===== src/hdl/bals_pkg.sv =====
`timescale 1ns / 1ps
// ============================================================================
// bals_pkg
// Shared widths, constants and types of the brace-aware list splitter.
// ============================================================================
package bals_pkg;

    localparam int MAX_STRING_LEN = 4096;
    localparam int MAX_DELIM_LEN  = 8;

    localparam int POS_W     = 13;
    localparam int ITEM_W    = 12;
    localparam int STATUS_W  = 2;
    localparam int DELIM_W   = 64;
    localparam int DLEN_W    = 4;
    localparam int CFG_IDX_W = 1;

    // register indexes
    localparam logic [CFG_IDX_W-1:0] REG_DELIM_BYTES  = 1'b0;
    localparam logic [CFG_IDX_W-1:0] REG_DELIM_LENGTH = 1'b1;

    // span status codes
    localparam logic [STATUS_W-1:0] ST_NORMAL   = 2'd0;
    localparam logic [STATUS_W-1:0] ST_EMPTY    = 2'd1;
    localparam logic [STATUS_W-1:0] ST_ZERO_LEN = 2'd2;
    localparam logic [STATUS_W-1:0] ST_TOO_LONG = 2'd3;

    localparam logic [7:0] CHAR_SPACE   = 8'h20;
    localparam logic [7:0] CHAR_LBRACE  = 8'h7B;
    localparam logic [7:0] CHAR_RBRACE  = 8'h7D;
    localparam logic [7:0] CHAR_UPPER_A = 8'h41;
    localparam logic [7:0] CHAR_UPPER_Z = 8'h5A;
    localparam logic [7:0] CASE_OFFSET  = 8'h20;

    localparam logic [DELIM_W-1:0] DELIM_BYTES_RESET  = 64'd6581857;
    localparam logic [DLEN_W-1:0]  DELIM_LENGTH_RESET = 4'd3;

    typedef struct packed {
        logic [DELIM_W-1:0] delim_bytes;
        logic [DLEN_W-1:0]  eff_len;     // effective, 1 .. MAX_DELIM_LEN
    } bals_cfg_t;

    typedef struct packed {
        logic [POS_W-1:0]    span_start;
        logic [POS_W-1:0]    span_stop;
        logic [ITEM_W-1:0]   item_number;
        logic [STATUS_W-1:0] span_status;
        logic                final_item;
    } bals_result_t;

endpackage


===== src/hdl/bals_cfg.sv =====
`timescale 1ns / 1ps
// ============================================================================
// bals_cfg
// Configuration registers; delimiter length clamped to its usable range.
// ============================================================================
module bals_cfg (
    input  logic                            aclk,
    input  logic                            aresetn,
    input  logic                            cfg_valid,
    output logic                            cfg_ready,
    input  logic [bals_pkg::CFG_IDX_W-1:0]  cfg_index,
    input  logic [bals_pkg::DELIM_W-1:0]    cfg_wdata,
    output bals_pkg::bals_cfg_t             cfg_out
);
    import bals_pkg::*;

    logic [DELIM_W-1:0] delim_bytes_reg;
    logic [DLEN_W-1:0]  delim_length_reg;

    assign cfg_ready = 1'b1;

    always_ff @(posedge aclk) begin
        if (!aresetn) begin
            delim_bytes_reg  <= DELIM_BYTES_RESET;
            delim_length_reg <= DELIM_LENGTH_RESET;
        end else if (cfg_valid) begin
            case (cfg_index)
                REG_DELIM_BYTES:  delim_bytes_reg  <= cfg_wdata;
                REG_DELIM_LENGTH: delim_length_reg <= cfg_wdata[DLEN_W-1:0];
                default: ;
            endcase
        end
    end

    always_comb begin
        cfg_out.delim_bytes = delim_bytes_reg;
        if (delim_length_reg == '0) begin
            cfg_out.eff_len = DLEN_W'(1);
        end else if (delim_length_reg > DLEN_W'(MAX_DELIM_LEN)) begin
            cfg_out.eff_len = DLEN_W'(MAX_DELIM_LEN);
        end else begin
            cfg_out.eff_len = delim_length_reg;
        end
    end

endmodule


===== src/hdl/bals_core.sv =====
`timescale 1ns / 1ps
// ============================================================================
// bals_core
// Per-string state and the combinational byte step: brace depth, word flag,
// delimiter match and span bookkeeping.
// ============================================================================
module bals_core (
    input  logic                       aclk,
    input  logic                       aresetn,
    input  logic                       in_take,
    input  logic [7:0]                 char_byte,
    input  logic                       end_of_string,
    input  bals_pkg::bals_cfg_t        cfg,
    output logic                       res_push,
    output bals_pkg::bals_result_t     res
);
    import bals_pkg::*;

    logic signed [7:0]   depth_reg, depth_next;
    logic [DLEN_W-1:0]   match_reg, match_next;
    logic                in_word_reg, in_word_next;
    logic [POS_W-1:0]    pos_reg, pos_next;
    logic [POS_W-1:0]    start_reg, start_next;
    logic [ITEM_W-1:0]   items_reg, items_next;
    logic                too_long_reg, too_long_next;

    logic                tl;
    logic [7:0]          lc;
    logic [7:0]          dbyte;
    logic                plain;
    logic [POS_W-1:0]    len_plus1;
    logic [POS_W-1:0]    split_stop;
    logic [POS_W-1:0]    fin_stop;

    function automatic logic [STATUS_W-1:0] status_of(input logic [POS_W-1:0] start,
                                                      input logic [POS_W-1:0] stop);
        if (stop > start) begin
            return ST_NORMAL;
        end else if (stop < start) begin
            return ST_EMPTY;
        end
        return ST_ZERO_LEN;
    endfunction

    always_comb begin
        depth_next    = depth_reg;
        match_next    = match_reg;
        in_word_next  = in_word_reg;
        pos_next      = pos_reg;
        start_next    = start_reg;
        items_next    = items_reg;
        too_long_next = too_long_reg;
        res_push      = 1'b0;
        res           = '0;
        plain         = 1'b0;

        tl  = too_long_reg || (pos_reg >= POS_W'(MAX_STRING_LEN));
        lc  = (char_byte >= CHAR_UPPER_A && char_byte <= CHAR_UPPER_Z) ?
              char_byte + CASE_OFFSET : char_byte;
        // only used while match_reg < eff_len <= 8
        dbyte = cfg.delim_bytes[{match_reg[2:0], 3'b000} +: 8];
        len_plus1  = POS_W'(cfg.eff_len) + POS_W'(1);
        split_stop = (pos_reg >= len_plus1) ? pos_reg - len_plus1 : '0;
        fin_stop   = tl ? POS_W'(MAX_STRING_LEN) : pos_reg + POS_W'(1);

        if (in_take) begin
            too_long_next = tl;
            if (!tl) begin
                if (match_reg >= cfg.eff_len) begin
                    if (char_byte == CHAR_SPACE && !end_of_string) begin
                        res_push        = 1'b1;
                        res.span_start  = start_reg;
                        res.span_stop   = split_stop;
                        res.item_number = items_reg;
                        res.span_status = status_of(start_reg, split_stop);
                        res.final_item  = 1'b0;
                        start_next      = pos_reg + POS_W'(1);
                        match_next      = '0;
                    end else begin
                        plain = 1'b1;
                    end
                end else if (depth_reg == 8'sd0 && !in_word_reg && lc == dbyte) begin
                    match_next = match_reg + DLEN_W'(1);
                end else begin
                    plain = 1'b1;
                end

                if (plain) begin
                    if (char_byte == CHAR_LBRACE && depth_reg != 8'sd127) begin
                        depth_next = depth_reg + 8'sd1;
                    end else if (char_byte == CHAR_RBRACE && depth_reg != -8'sd128) begin
                        depth_next = depth_reg - 8'sd1;
                    end
                    in_word_next = (char_byte != CHAR_SPACE);
                    match_next   = '0;
                end
                pos_next = pos_reg + POS_W'(1);
            end

            if (res_push && items_reg != {ITEM_W{1'b1}}) begin
                items_next = items_reg + ITEM_W'(1);
            end

            // a split never lands on the last byte, so one result at most
            if (end_of_string) begin
                res_push        = 1'b1;
                res.span_start  = start_reg;
                res.span_stop   = fin_stop;
                res.item_number = items_reg;
                res.span_status = tl ? ST_TOO_LONG : status_of(start_reg, fin_stop);
                res.final_item  = 1'b1;
                depth_next      = 8'sd0;
                match_next      = '0;
                in_word_next    = 1'b1;
                pos_next        = '0;
                start_next      = '0;
                items_next      = '0;
                too_long_next   = 1'b0;
            end
        end
    end

    always_ff @(posedge aclk) begin
        if (!aresetn) begin
            depth_reg    <= 8'sd0;
            match_reg    <= '0;
            in_word_reg  <= 1'b1;
            pos_reg      <= '0;
            start_reg    <= '0;
            items_reg    <= '0;
            too_long_reg <= 1'b0;
        end else begin
            depth_reg    <= depth_next;
            match_reg    <= match_next;
            in_word_reg  <= in_word_next;
            pos_reg      <= pos_next;
            start_reg    <= start_next;
            items_reg    <= items_next;
            too_long_reg <= too_long_next;
        end
    end

endmodule


===== src/hdl/bals_out_buf.sv =====
`timescale 1ns / 1ps
// ============================================================================
// bals_out_buf
// Result register with a skid stage, so input keeps flowing while a result
// waits on the downstream side.
// ============================================================================
module bals_out_buf (
    input  logic                       aclk,
    input  logic                       aresetn,
    input  logic                       push,
    input  bals_pkg::bals_result_t     push_data,
    output logic                       room,
    output logic                       out_valid,
    input  logic                       out_ready,
    output bals_pkg::bals_result_t     out_data
);
    import bals_pkg::*;

    logic         out_valid_reg;
    logic         skid_valid_reg;
    bals_result_t out_data_reg;
    bals_result_t skid_data_reg;
    logic         pop;

    assign pop       = out_valid_reg && out_ready;
    assign room      = !skid_valid_reg;
    assign out_valid = out_valid_reg;
    assign out_data  = out_data_reg;

    always_ff @(posedge aclk) begin
        if (!aresetn) begin
            out_valid_reg  <= 1'b0;
            skid_valid_reg <= 1'b0;
        end else if (skid_valid_reg) begin
            // no push can arrive while the skid stage is full
            if (pop) begin
                out_data_reg   <= skid_data_reg;
                skid_valid_reg <= 1'b0;
            end
        end else if (push) begin
            if (!out_valid_reg || pop) begin
                out_data_reg  <= push_data;
                out_valid_reg <= 1'b1;
            end else begin
                skid_data_reg  <= push_data;
                skid_valid_reg <= 1'b1;
            end
        end else if (pop) begin
            out_valid_reg <= 1'b0;
        end
    end

endmodule


===== src/hdl/brace_aware_list_splitter.sv =====
`timescale 1ns / 1ps
// ============================================================================
// brace_aware_list_splitter
// Splits a whitespace-collapsed string, one byte per item, into delimiter-
// separated spans, ignoring delimiters inside braces or inside words.
//
//   channel  direction  payload
//   s_       in         char_byte, end_of_string
//   m_       out        span_start, span_stop, item_number, span_status,
//                       final_item
//   cfg_     in         cfg_index (0 delim_bytes, 1 delim_length), cfg_wdata
//
// One byte accepted per cycle while s_ready is high; the byte step is
// combinational, so its result (at most one) is registered at the accepting
// edge, in the result register if free or being read, else in the skid stage.
// A skid stage holds one further result, so s_ready only drops when two
// results are waiting. Reset clears string state; config resets to "and".
// cfg_ready is always high.
// ============================================================================
module brace_aware_list_splitter (
    input  logic                            aclk,
    input  logic                            aresetn,

    input  logic                            s_valid,
    output logic                            s_ready,
    input  logic [7:0]                      s_char_byte,
    input  logic                            s_end_of_string,

    output logic                            m_valid,
    input  logic                            m_ready,
    output logic [bals_pkg::POS_W-1:0]      m_span_start,
    output logic [bals_pkg::POS_W-1:0]      m_span_stop,
    output logic [bals_pkg::ITEM_W-1:0]     m_item_number,
    output logic [bals_pkg::STATUS_W-1:0]   m_span_status,
    output logic                            m_final_item,

    input  logic                            cfg_valid,
    output logic                            cfg_ready,
    input  logic [bals_pkg::CFG_IDX_W-1:0]  cfg_index,
    input  logic [bals_pkg::DELIM_W-1:0]    cfg_wdata
);
    import bals_pkg::*;

    bals_cfg_t    cfg;
    bals_result_t res;
    bals_result_t out_res;
    logic         res_push;
    logic         room;
    logic         take;

    assign s_ready = room;
    assign take    = s_valid && room;

    bals_cfg u_cfg (
        .aclk      (aclk),
        .aresetn   (aresetn),
        .cfg_valid (cfg_valid),
        .cfg_ready (cfg_ready),
        .cfg_index (cfg_index),
        .cfg_wdata (cfg_wdata),
        .cfg_out   (cfg)
    );

    bals_core u_core (
        .aclk          (aclk),
        .aresetn       (aresetn),
        .in_take       (take),
        .char_byte     (s_char_byte),
        .end_of_string (s_end_of_string),
        .cfg           (cfg),
        .res_push      (res_push),
        .res           (res)
    );

    bals_out_buf u_out (
        .aclk      (aclk),
        .aresetn   (aresetn),
        .push      (res_push),
        .push_data (res),
        .room      (room),
        .out_valid (m_valid),
        .out_ready (m_ready),
        .out_data  (out_res)
    );

    assign m_span_start  = out_res.span_start;
    assign m_span_stop   = out_res.span_stop;
    assign m_item_number = out_res.item_number;
    assign m_span_status = out_res.span_status;
    assign m_final_item  = out_res.final_item;

endmodule

===== config.mk =====
export PLATFORM = sky130hd
export DESIGN_NAME = brace_aware_list_splitter
export DESIGN_NICKNAME = d
export VERILOG_FILES = /design/src/hdl/bals_pkg.sv /design/src/hdl/bals_cfg.sv /design/src/hdl/bals_core.sv /design/src/hdl/bals_out_buf.sv /design/src/hdl/brace_aware_list_splitter.sv
export SDC_FILE = /design/constraint.sdc
export NUM_CORES = 1
export LEC_CHECK = 0
export ABC_CLOCK_PERIOD_IN_PS = 18500
export BUFFER_PORTS_ARGS = -buffer_cell sky130_fd_sc_hd__buf_2
export CORE_MARGIN = 2
export CORE_UTILIZATION = 63
export CTS_CLUSTER_DIAMETER = 50
export DETAILED_ROUTE_END_ITERATION = 10
export PLACE_DENSITY_LB_ADDON = 0.15
export RECOVER_POWER = 100
export SYNTH_ARGS = -nofsm -noshare
export SYNTH_HDL_FRONTEND = slang
export SYNTH_SLANG_ARGS = --single-unit
export TNS_END_PERCENT = 1

===== constraint.sdc =====
create_clock -name aclk -period 18.5 [get_ports aclk]
set_input_delay 3.7 -clock aclk [delete_from_list [all_inputs] [get_ports aclk]]
set_output_delay 3.7 -clock aclk [all_outputs]
set_load 0.05 [all_outputs]

# == Word level (Yosys, flattened, before mapping) ==
# Index checks and enable logic that the tools add are counted.
# totals
wordCells,164
mem_count,0
latch_bits,0
regBits,204
ramBits,0
out_inout_bits,44
mem_bits_ro,0
# op_classes
mul,0
bitwise_logic,3
eq_ne,12
n_addsub,8
div,0
n_mux,72
n_lt_le_gt_ge,10
n_shift,1
reduce_logical,37
# ops
operator,n
$mux W41,9
$mux W13,8
$shiftx A64 B7 Y8,1
$mux W8,6
$mux W1,32
$mux W4,8
$gt A13 B13 Y1,2
$lt A13 B13 Y1,2
$mux W12,2
$reduce_and A4 Y1,5
$eq A8 B7 Y1 const B,2
$ne A8 B8 Y1 const B,2
$mux W2,7
$reduce_bool A2 Y1,7
$add A13 B1 Y13 const B,1
$ge A13 B13 Y1,1
$ge A13 B13 Y1 const B,1
$sub A13 B13 Y13,1
$add A12 B1 Y12 const B,1
$ne A12 B12 Y1 const B,1
$logic_and A1 B1 Y1,9
$add A8 B2 Y8 const B,1
$add A8 B6 Y8 const B,1
$eq A8 B6 Y1 const B,1
21 further kinds,32

# == Depth between registers and ports, before layout ==
# Gate-level depths: netlist of the first run.
# depth
ltp_word,22
depth_mapped,22

# == By module ==
# From an unflattened synthesis of the first run, not the netlist that was laid out.
# unflattened
cells_unflattened,1080
area_unflattened_um2,10894.2
# by_module_without_submodules
mod,instances,seq_area_each_um2,cells_each,area_each_um2
bals_core,1,1041.0,635,4953.5
bals_out_buf,1,2502.4,142,3118.0
bals_cfg,1,1361.3,302,2816.5
brace_aware_list_splitter,1,0.0,1,6.3

# == Least setup slack after synthesis of the first run ==
# OpenSTA, ideal clock, no wires.
# synth_path
kind,input-to-reg
from,in s_char_byte[7]
to,"reg u_out.skid_data_reg[0] in the netlist's numbering, enable pin"
slack_ns,8.587
arrival_time_ns,9.357
setup_ns,0.556
stages,7
n_path_buf,2
required_ns,17.944
path_cell_list,clkbuf_1 -> nor4_1 -> nand3_1 -> nor4_1 -> a31oi_1 -> clkbuf_1 -> nor4b_1
# synth_via
elab_chain_len,9
# synth_rtl
element,line,text
start: declaration,brace_aware_list_splitter.sv:26,"input logic [7:0] s_char_byte,"
$eq A8 B6 Y1,bals_core.sv:70,if (char_byte == CHAR_SPACE && !end_of_string) begin
$logic_and A1 B1 Y1,bals_core.sv:70,
$mux W1,bals_core.sv:70,
$mux W1,bals_core.sv:69,if (match_reg >= cfg.eff_len) begin
$mux W1,bals_core.sv:68,if (!tl) begin
$mux W1,bals_core.sv:66,if (in_take) begin
$mux W1,bals_core.sv:105,if (end_of_string) begin
$mux W1,bals_core.sv:66,
$reduce_and A4 Y1 (no line),n/a,
end signal: assignment,bals_out_buf.sv:45,skid_data_reg <= push_data;
end: declaration,bals_out_buf.sv:22,bals_result_t skid_data_reg;
# No other way between the ends. The select of a mux whose other input is x is not followed.
# A chain may end at the register's enable or synchronous reset.

# == Final worst setup path of the first run ==
# layout_path
from,in aresetn
to,"reg u_out.out_data_reg, in the netlist u_out.out_data[30], enable pin"
# layout_via
elab_chain_len,1
# layout_rtl
element,line,text
start: declaration,brace_aware_list_splitter.sv:22,"input logic aresetn,"
$reduce_and A4 Y1 (no line),n/a,
end signal: assignment,bals_out_buf.sv:37,out_data_reg <= skid_data_reg;
end signal: assignment,bals_out_buf.sv:42,out_data_reg <= push_data;
end: declaration,bals_out_buf.sv:21,bals_result_t out_data_reg;
# No other way between the ends.

==> key figures, run 1 <==
Die
  – FP Rows: 46
  – Area of the core: 16,000 um^2
  – Full die area: 17,600 um^2
  – Die Span Y: 133 um
  – Initial Util: 65.0%
  – Boundary pin count: 123
  – Die W: 133 um

STA
  – RSZ-0062 raised after global routing: no
  – Max-slew violations: 234
  – Fin crit period: 8.96 ns
  – Max-slew headroom: -147%
  – Final worst slack: 9.54 ns
  – Final TNS setup: 0 ns
  – Clock Skew: 0.0197 ns
  – Slew @ Worst Pin: 3.71 ns
  – Final hold violations: 0
  – Worst hold slack: 0.463 ns
  – Max Clk Rate: 112 MHz
  – Setup violators final: 0
  – Tcrit/Tclk final: 48.4%

Clock tree
  – Reg clk slew, reported paths: 0.06 ns
  – Htree depth: 1
  – CTS tree: yes
  – Clk root buf: clkbuf_16
  – Clock Path Buffers: 3
  – Post-CTS resize count: 0
  – # hold bufs at CTS: 0
  – CTS sink cnt: 204
  – Later-pin clock latency in the skew report: 0.52 ns
  – Num CTS Buffers: 22
  – Setup bufs post-CTS: 0

Worst setup path
  – CP startpoint kind: input pin
  – Critical path class: in2reg
  – CP cell instances: buf_2, clkbuf_1, o21ai_0, a21oi_4, clkbuf_1
  – Crit end category: flop
  – CP Buf/Inv Count: 3
  – Reg2reg setup slack: 12.91 ns
  – Slowest cell delay on critical path: 2.58 ns
  – R2r endpoint: u_out.skid_data_reg[17]$_DFFE_PP_
  – Critical-path maximum fanout: 98
  – WP data arrival: 9.05 ns
  – CP top delay family: buffers and inverters
  – CP required: 18.59 ns
  – Slowest-stage cell, CP: clkbuf_1
  – R2R depth: 8
  – Worst reg2reg startpoint: u_core.match_reg[1]$_SDFFE_PN0P_
  – Crit-path most repeated cell: clkbuf_1

Synth
  – Most frequent cells after synthesis: 184 x nand2_1, 122 x dfxtp_1, 82 x edfxtp_1
  – Sequential-to-total area share from yosys stat: 47.1%
  – FFs w/ async S/R, synth: 0%
  – Synth area leader: edfxtp_1
  – Cell variety after synth: 73
  – Most common cell in the netlist: nand2_1
  – Post-synth top area share: 23.7%
  – Synth Instances: 1,064
  – Yosys reg bits: 204
  – Syn Std Cell Area: 10,400 um^2
  – Synth Flop Type: dfxtp_1
  – EDFF count, synth: 82
  – Mean Syn Cell Area: 9.78 um^2
  – Synth Warn #: 0
  – Synth area leaders: edfxtp_1 24%, dfxtp_1 23%, nand2_1 6.6%

Routing
  – Final wirelength: 23.2 mm
  – Via count: 8,104
  – DRC: 0
  – Wire per inst: 16.7 um
  – First drt pass iteration count: 5
  – Number of DRC markers in iteration 0: 549
  – Post-route ant nets: 0
  – Drt via density: 5.82

Status
  – Violations in the final reports: capacitance limit, slew limit
  – Status: finished with violations

Placement
  – Setup WS pre-CTS: 11.80 ns
  – Post-detail-place hpwl: 16.0 mm
  – Post-DP Area: 11,100 um^2
  – PortBufs: 121
  – GPL Wtd Cong: 0.941

GRT
  – Largest net degree at the start of global routing: 99
  – Global-route usage over all layers: 25.6%
  – Gr ovfl total: 0
  – First-pass GRT wire length: 37.0 mm
  – Initial antenna violation count: 0
  – Number of global-route vias before repair: 7,622

Min path
  – Hold WC Path Type: reg2reg
  – Worst Hold Launch: u_cfg.delim_bytes_reg[5]$_SDFFE_PN1P_
  – Hold endpoint: u_cfg.delim_bytes_reg[5]$_SDFFE_PN1P_
  – Min-Delay Path Depth: 2

Power
  – PD cells: 89.1 nW/um^2
  – VDD IR max: 0.0000731 V
  – Pleak: 0.00487 uW

Flow run
  – Max_cap viols: 4

Finish
  – Number of diodes: 0
  – Area growth, synth to finish: 13.4%
  – Core Util, Final: 73.7%
  – Ratio of cells with drive above 1 in the final layout: 11.1%
  – Max reg flops: 64
  – Nets: 1,288
  – Design area: 11,800 um^2
==> power breakdown <==
part	internal, uW	leakage [uW]	switching [uW]
logic	49.0	0.00273	78.6
clock network	254	0.000353	184
registers	478	0.00179	6.69
total	781	0.00487	270
==> stage by stage <==
step,instances,total power (uW)
after floorplan,1065,584
after global placement,1353,617
after detailed placement,1353,620
after CTS,1393,1060
after global routing,1393,1090
final,1393,1050
==> worst min-delay path, stage by stage (launching register included) <==
cell,delay [ns]
dfxtp_1,0.32
nand2_1,0.05
nand3_1,0.07
==> logic make-up (layout without fill, tap and decap cells) <==
logic type	count (synthesis)	count (layout)	synth area share, %
and+or+nand+nor	416	416	18.8
AOI/OAI and AO/OA	225	225	15.3
DFF	204	204	47.1
buffers and inverters	98	210	3.80
adders and majority gates	48	48	5.92
xor gates and xnor gates	42	42	3.67
muxes	30	30	5.34
other	1	2	0.0360
==> routing by layer <==
layer | wire length, um | global-route usage, % | share of wire (%) | vias up
met5 | 0 | 0 | 0 | -
met4 | 593 | 8.72 | 2.6 | 0
met3 | 1650 | 4.56 | 7.1 | 49
met2 | 11400 | 44.9 | 49 | 302
met1 | 9560 | 32.0 | 41 | 3760
li1 | - | - | - | 3993
==> final cells by class <==
class	count	area, um^2
Clock buffer	24	568
Clock inverter	16	168
Fill cell	1232	4210
Inverter	41	154
Multi-Input combinational cell	763	5140
Sequential cell	204	4900
Tap cell	216	270
Timing Repair Buffer	129	592
==> worst max-delay path by stage <==
stage,end,from,cells after the start
floorplan,u_out.skid_data_reg[0]$_DFFE_PP_,s_char_byte[7],7
global placement,u_core.depth_reg[7]$_SDFFE_PN0P_,s_char_byte[7],14
detailed placement,u_core.depth_reg[7]$_SDFFE_PN0P_,s_char_byte[7],14
CTS,u_core.depth_reg[7]$_SDFFE_PN0P_,s_char_byte[7],14
global route,u_out.out_data[14]$_DFFE_PP_,aresetn,5
finish,u_out.out_data[30]$_DFFE_PP_,aresetn,5
==> layout by cell type, fill, tap and decap left out, types with 34 or more instances in the layout <==
cell	Yosys	routed
nand3_1	34	34
nor2b_1	38	37
nor2_1	65	65
edfxtp_1	82	82
buf_2	0	77
nand2_1	184	184
clkbuf_1	51	50
dfxtp_1	122	122
ha_1	46	46
inv_1	39	39
a21boi_0	59	59
a21o_1	42	42
Note: power is estimated with default switching activity, not from simulation.
==> run 2: changes to the inputs <==
--- a/config.mk
+++ b/config.mk
@@ -5,10 +5,10 @@
 export SDC_FILE = /design/constraint.sdc
 export NUM_CORES = 1
 export LEC_CHECK = 0
-export ABC_CLOCK_PERIOD_IN_PS = 18500
+export ABC_CLOCK_PERIOD_IN_PS = 7250
 export BUFFER_PORTS_ARGS = -buffer_cell sky130_fd_sc_hd__buf_2
 export CORE_MARGIN = 2
-export CORE_UTILIZATION = 63
+export CORE_UTILIZATION = 53
 export CTS_CLUSTER_DIAMETER = 50
 export DETAILED_ROUTE_END_ITERATION = 10
 export PLACE_DENSITY_LB_ADDON = 0.15
==> constraint.sdc (replaced) <==
create_clock -name aclk -period 7.25 [get_ports aclk]
set_input_delay 1.45 -clock aclk [delete_from_list [all_inputs] [get_ports aclk]]
set_output_delay 1.45 -clock aclk [all_outputs]
set_load 0.05 [all_outputs]
==> run 2 against run 1 <==
  * Sequential power increased to 2.6 times the previous value
  * Clock-buffer cell count increased by 4
  * Die area increased by 18%
  * Critical endpoint is now u_out.out_data[9]$_DFFE_PP_
  * Routed wire length increased by 1.4%
  * Highest routed layer is now met5
  * Hold slack got worse by 0.0047 ns
  * The flow still finishes with violations (capacitance limit, slew limit)
==> key figures, run 2 (synthesized netlist as in run 1, its figures left out) <==
Power
  – Sw frac: 25.3% (-0.33 points)
  – Clock Power Share: 42.7% (+1.0 points)
  – VDD IR max: 0.000148 V (+100%)
  – Pleak: 0.00489 uW (+0.38%)
  – Flop pwr share: 45.4% (-0.7 points)
  – Sw power: 690 uW (+160%)
  – Combinational power share: 11.9% (-0.2 points)
  – Pint: 2030 uW (+160%)
  – PD cells: 229 nW/um^2 (+160%)

Die
  – Boundary pin count: 123 (unchanged)
  – Area of the core: 19,300 um^2 (+21%)
  – FP Rows: 51 (+11%)
  – Initial Util: 53.8% (-11 points)
  – Die W: 144 um (+8.8%)
  – Die Span Y: 144 um (+8.8%)
  – Full die area: 20,800 um^2 (+18%)

STA
  – Max-slew headroom: -73.7% (+73 points)
  – RSZ-0062 raised after global routing: no
  – Setup violators final: 0 (unchanged)
  – Max-slew violations: 295 (+26%)
  – Slew @ Worst Pin: 2.61 ns (-1.10 ns)
  – Fin crit period: 5.58 ns
  – Clock Skew: 0.0131 ns (-0.00661 ns)
  – Max Clk Rate: 179 MHz
  – Tcrit/Tclk final: 77.0%
  – Final worst slack: 1.67 ns (-7.87 ns)
  – Final TNS setup: 0 ns (unchanged)
  – Final hold violations: 0 (unchanged)

Finish
  – Most frequent cells in the layout: 184 x nand2_1, 122 x dfxtp_1, 82 x edfxtp_1
  – Area growth, synth to finish: 14.3%
  – Sequential cell area: 4900 um^2 (unchanged)
  – Multi-input gate area: 5140 um^2 (unchanged)
  – Number of diodes: 0 (unchanged)
  – Fill cells: 1,723 (+40%)
  – Max reg flops: 64 (unchanged)
  – Nets: 1,290 (+0.16%)
  – Ratio of cells with drive above 1 in the final layout: 10.9% (-0.21 points)
  – Commonest non-fill, non-tap cell in the layout: nand2_1

GRT
  – M1 GR Usage: 30.4% (-1.6 points)
  – Initial antenna violation count: 1 (+1)
  – Number of global-route vias before repair: 7,700 (+1.0%)
  – Met2 GRT Util: 39.6% (-5.3 points)
  – First-pass GRT wire length: 38.6 mm (+4.3%)
  – Layer with the highest usage: met2
  – Gr ovfl total: 0 (unchanged)
  – Met3 usage: 4.11% (-0.45 points)
  – Largest net degree at the start of global routing: 65 (-34%)
  – Global-route usage over all layers: 23.1% (-2.5 points)

Routing
  – Drt via density: 5.52 (-5.2%)
  – First drt pass iteration count: 5 (unchanged)
  – Via count: 7,977 (-1.6%)
  – Final wirelength: 23.5 mm (+1.4%)
  – Wire per inst: 16.3 um (-2.3%)
  – Post-route ant nets: 0 (unchanged)
  – DRC: 0 (unchanged)
  – Number of DRC markers in iteration 0: 456 (-17%)

Worst setup path
  – CP startpoint kind: flop
  – Critical-path maximum fanout: 45 (-54%)
  – Critical path class: reg2reg
  – Crit end category: flop
  – CP required: 7.52 ns (-11.07 ns)
  – WP data arrival: 5.85 ns (-3.20 ns)
  – R2R depth: 8 (unchanged)

Clock tree
  – CTS sink cnt: 204 (unchanged)
  – Clock Path Buffers: 3 (unchanged)
  – Reg clk slew, reported paths: 0.06 ns (about the same)
  – # hold bufs at CTS: 0 (unchanged)
  – Num CTS Buffers: 24 (+9.1%)
  – CTS tree: yes
  – Setup bufs post-CTS: 0 (unchanged)
  – Post-CTS resize count: 0 (unchanged)
  – Htree depth: 1 (unchanged)
  – Later-pin clock latency in the skew report: 0.52 ns (about the same)
  – Clk root buf: clkbuf_16

Flow run
  – Max_cap viols: 6 (+2)

Status
  – Status: finished with violations
  – Violations in the final reports: capacitance limit, slew limit

Min path
  – Hold WC Path Type: reg2reg
  – Min-Delay Path Depth: 2 (unchanged)

Placement
  – PortBufs: 121 (unchanged)
  – Post-detail-place hpwl: 16.6 mm (+4.2%)
  – GPL Wtd Cong: 0.950 (+1.0%)
  – Setup WS pre-CTS: 2.76 ns (-9.04 ns)
## run 2: cell count changes in the layout (fill, tap and decap cells not counted)
cell,delta
clkbuf_8,-1
clkinv_4,+2
and2_0,+2
clkinv_1,+2
clkbuf_16,+2
and2_1,-2
clkbuf_1,+4
inv_8,-2
clkinv_2,-1
buf_4,-1
inv_6,+1
clkinvlp_2,-2
## run 2: cell type report
type / instances / share of cell area (%)
Inverter: 41 / 1.29
Clock buffer: 28 / 5.18
Clock inverter: 16 / 1.38
Sequential cell: 204 / 41.2
Tap cell: 265 / 2.79
Timing Repair Buffer: 129 / 4.94
Multi-Input combinational cell: 763 / 43.2
## run 2: per-layer routing
| layer | vias up | part of all wire, % |
|---|---|---|
| met2 | 214 | 48 |
| met4 | 2 | 1.7 |
| met1 | 3739 | 44 |
| li1 | 3988 | - |
| met3 | 34 | 6.2 |
| met5 | - | 0.055 |
## run 2: power groups by stage
stage / logic (uW) / clock network, uW / registers, uW
2_1_floorplan: 211 / 0 / 1280
3_3_place_gp: 319 / 0 / 1260
3_5_place_dp: 324 / 0 / 1260
4_1_cts: 325 / 1190 / 1240
5_1_grt: 361 / 1230 / 1240
6_report: 323 / 1160 / 1240
## run 2: worst paths after layout
| kind | start | end | slack, ns |
|---|---|---|---|
| worst max-delay path | u_out.skid_valid_reg$_SDFF_PN0_ | u_out.out_data[9]$_DFFE_PP_ | 1.67 |
| worst min-delay path | u_cfg.delim_bytes_reg[13]$_SDFFE_PN1P_ | u_cfg.delim_bytes_reg[13]$_SDFFE_PN1P_ | 0.46 |
| worst max register to register | u_out.skid_valid_reg$_SDFF_PN0_ | u_out.out_data[9]$_DFFE_PP_ | 1.67 |
| worst min register to register | u_cfg.delim_bytes_reg[13]$_SDFFE_PN1P_ | u_cfg.delim_bytes_reg[13]$_SDFFE_PN1P_ | 0.46 |
## run 2: metrics by stage
stage | total power, uW | hold WS, ns | instance area, um^2 | util (%) | instances
2_1_floorplan | 1490 | 0.432 | 10400 | - | 1065
3_5_place_dp | 1580 | 0.451 | 11200 | 58.0 | 1402
4_1_cts | 2750 | 0.462 | 12000 | 62.0 | 1446
3_3_place_gp | 1580 | 0.442 | 11200 | 58.0 | 1402
6_report | 2720 | 0.458 | 11900 | 61.5 | 1446
5_1_grt | 2830 | 0.482 | 11900 | 61.5 | 1446
## run 2: critical path, cell delays in order (launching register included)
cell and delay, ns:
dfxtp_1 0.30, clkbuf_1 1.45, nor2b_1 0.34, nand2_1 0.51
clkinv_1 0.52, a31oi_4 0.68, clkbuf_1 1.04, nor2b_1 0.20
a21o_1 0.23
==> run 3: changes to the inputs <==
--- a/config.mk
+++ b/config.mk
@@ -5,7 +5,7 @@
 export SDC_FILE = /design/constraint.sdc
 export NUM_CORES = 1
 export LEC_CHECK = 0
-export ABC_CLOCK_PERIOD_IN_PS = 7250
+export ABC_CLOCK_PERIOD_IN_PS = 5000
 export BUFFER_PORTS_ARGS = -buffer_cell sky130_fd_sc_hd__buf_2
 export CORE_MARGIN = 2
 export CORE_UTILIZATION = 53
==> constraint.sdc (replaced) <==
create_clock -name aclk -period 5 [get_ports aclk]
set_input_delay 1 -clock aclk [delete_from_list [all_inputs] [get_ports aclk]]
set_output_delay 1 -clock aclk [all_outputs]
set_load 0.05 [all_outputs]
==> run 3 against run 2 <==
  * The run still ends with capacitance limit, slew limit left
  * Clock-buffer cell count is 2 higher
  * Non-clock buffer count is 3 higher
  * Hold slack improved by 0.00068 ns
  * Core utilization grew 0.55 points
  * Clock power increased by 60%
  * Critical path depth decreased by 1
  * Clock skew grew 0.0042 ns
  * Global-route usage up 0.38 points
  * Register-to-register slack got worse by 1.2 ns
  * Routed wire length up 1.9%
  * Critical path type is now in2reg
  * Largest cell class unchanged
  * Highest routed layer unchanged
==> key figures, run 3 (synthesized netlist as in run 1, its figures left out) <==
Status
  – Status: finished with violations
  – Violations in the final reports: capacitance limit, slew limit

GRT
  – Largest net degree at the start of global routing: 88 (+35%)
  – First-pass GRT wire length: 39.1 mm (+1.4%)
  – Gr ovfl total: 0 (unchanged)
  – Initial antenna violation count: 3 (+2)
  – Number of global-route vias before repair: 7,881 (+2.4%)
  – Global-route usage over all layers: 23.5% (+0.38 points)

Routing
  – Number of DRC markers in iteration 0: 578 (+27%)
  – DRC: 0 (unchanged)
  – Via count: 8,055 (+0.98%)
  – First drt pass iteration count: 5 (unchanged)
  – Post-route ant nets: 0 (unchanged)
  – Wire per inst: 16.5 um (+1.3%)
  – Final wirelength: 24.0 mm (+1.9%)
  – Drt via density: 5.54 (+0.42%)

Placement
  – Setup WS pre-CTS: 0.524 ns (-2.23 ns)
  – Post-detail-place hpwl: 16.9 mm (+1.3%)
  – Placed cells: 1,405 (+0.21%)
  – PortBufs: 121 (unchanged)
  – GPL Wtd Cong: 0.976 (+2.7%)

Finish
  – Area growth, synth to finish: 15.4%
  – Max reg flops: 64 (unchanged)
  – Non-filler cells, final: 1,454 (+0.55%)
  – Fill cells: 1,687 (-2.1%)
  – Ratio of cells with drive above 1 in the final layout: 11.9% (+0.95 points)
  – Nets: 1,295 (+0.39%)
  – Commonest non-fill, non-tap cell in the layout: nand2_1
  – Most frequent cells in the layout: 184 x nand2_1, 122 x dfxtp_1, 82 x edfxtp_1

Die
  – Initial Util: 53.8% (unchanged)
  – Full die area: 20,800 um^2 (unchanged)
  – Area of the core: 19,300 um^2 (unchanged)
  – Die Span Y: 144 um (unchanged)
  – Boundary pin count: 123 (unchanged)
  – Die W: 144 um (unchanged)
  – FP Rows: 51 (unchanged)

Power
  – PD cells: 343 nW/um^2 (+50%)
  – VDD IR max: 0.000229 V (+55%)
  – Pleak: 0.00497 uW (+1.8%)
  – Combinational power share: 11.4% (-0.5 points)
  – Flop pwr share: 43.5% (-1.9 points)
  – Pint: 3050 uW (+50%)
  – Sw power: 1060 uW (+54%)
  – Clock Power Share: 45.1% (+2.4 points)
  – Sw frac: 25.8% (+0.43 points)

STA
  – Final hold violations: 0 (unchanged)
  – Final worst slack: 0.431 ns (-1.24 ns)
  – Clock Skew: 0.0173 ns (+0.00421 ns)
  – Max-slew headroom: -117% (-43 points)
  – Slew @ Worst Pin: 3.26 ns (+0.652 ns)
  – Max-slew violations: 155 (-47%)
  – Setup violators final: 0 (unchanged)
  – Fin crit period: 4.57 ns
  – Final TNS setup: 0 ns (unchanged)
  – Max Clk Rate: 219 MHz
  – Tcrit/Tclk final: 91.4%
  – RSZ-0062 raised after global routing: no

Worst setup path
  – Critical path class: in2reg
  – CP startpoint kind: input pin
  – CP required: 5.07 ns (-2.45 ns)
  – Critical-path maximum fanout: 41 (-8.9%)
  – Crit end category: flop
  – WP data arrival: 4.64 ns (-1.21 ns)

Flow run
  – Max_cap viols: 3 (-3)

Clock tree
  – CTS tree: yes
  – Reg clk slew, reported paths: 0.06 ns (about the same)
  – Num CTS Buffers: 26 (+8.3%)
  – Later-pin clock latency in the skew report: 0.53 ns (about the same)
  – # hold bufs at CTS: 0 (unchanged)
  – Clock Path Buffers: 3 (unchanged)
  – Htree depth: 1 (unchanged)
  – Post-CTS resize count: 0 (unchanged)
  – CTS sink cnt: 204 (unchanged)
  – Setup bufs post-CTS: 0 (unchanged)
  – Clk root buf: clkbuf_16

Min path
  – Hold WC Path Type: reg2reg
run 3: cell count changes in the layout (fill, tap and decap cells not counted), sizes merged:
| cell | before | now |
|---|---|---|
| buf | 79 | 84 |
| inv | 41 | 45 |
| clkinv | 12 | 11 |
| clkinvlp | 2 | 1 |
| diode | 0 | 1 |
run 3: final timing paths:
| check | depth (start not counted) | slack, ns | from | end |
|---|---|---|---|---|
| max | 7 | 0.43 | s_valid | u_out.out_data[10]$_DFFE_PP_ |
| min reg2reg | 2 | 0.46 | u_cfg.delim_bytes_reg[23]$_SDFFE_PN0P_ | u_cfg.delim_bytes_reg[23]$_SDFFE_PN0P_ |
| min | 2 | 0.46 | u_cfg.delim_bytes_reg[23]$_SDFFE_PN0P_ | u_cfg.delim_bytes_reg[23]$_SDFFE_PN0P_ |
| max reg2reg | 21 | 0.45 | u_cfg.delim_length_reg[1]$_SDFFE_PN1P_ | u_out.out_data[2]$_DFFE_PP_ |
run 3: worst max-delay path: stages:
cell	delay [ns]
clkbuf_1	0.14
nor2b_1	0.21
nand2_1	0.39
clkinv_1	0.57
a31oi_1	1.59
a21oi_4	0.05
clkbuf_2	0.63
run 3: cell type report:
cell class	count	area, um^2	area share [%]
repair buffers	132	619	5.16
multi-input cells	763	5120	42.7
inverters	41	154	1.28
flip-flops and latches	204	4900	40.9
clock inverters	18	185	1.54
clock buffers	30	686	5.71
diodes	1	2.50	0.0209
well taps	265	332	2.76
run 3: power by group through the flow:
stage                     registers (uW)  logic (uW)  clock network [uW]
final                               1790         467                1860
after detailed placement            1830         468                   0
after global routing                1800         521                1960
after global placement              1820         460                   0
after CTS                           1790         470                1890
after floorplan                     1850         306                   0
run 3: stage by stage:
stage / hold WS [ns] / area (um^2) / total power [uW] / util [%]
6_report: 0.459 / 12000 / 4110 / 62.1
5_1_grt: 0.487 / 12000 / 4280 / 62.1
4_1_cts: 0.463 / 12100 / 4150 / 62.6
3_5_place_dp: 0.451 / 11200 / 2290 / 58.1
3_3_place_gp: 0.445 / 11200 / 2280 / 58.1
2_1_floorplan: 0.432 / 10400 / 2160 / -
run 3: per-layer routing:
layer / wire [um] / part of all wire (%) / global-route usage, % / vias up
li1: - / - / - / 3998
met1: 10500 / 44 / 30.7 / 3765
met2: 11300 / 47 / 39.3 / 242
met3: 1590 / 6.6 / 4.87 / 48
met4: 567 / 2.4 / 7.22 / 2
met5: 13 / 0.054 / 0 / -
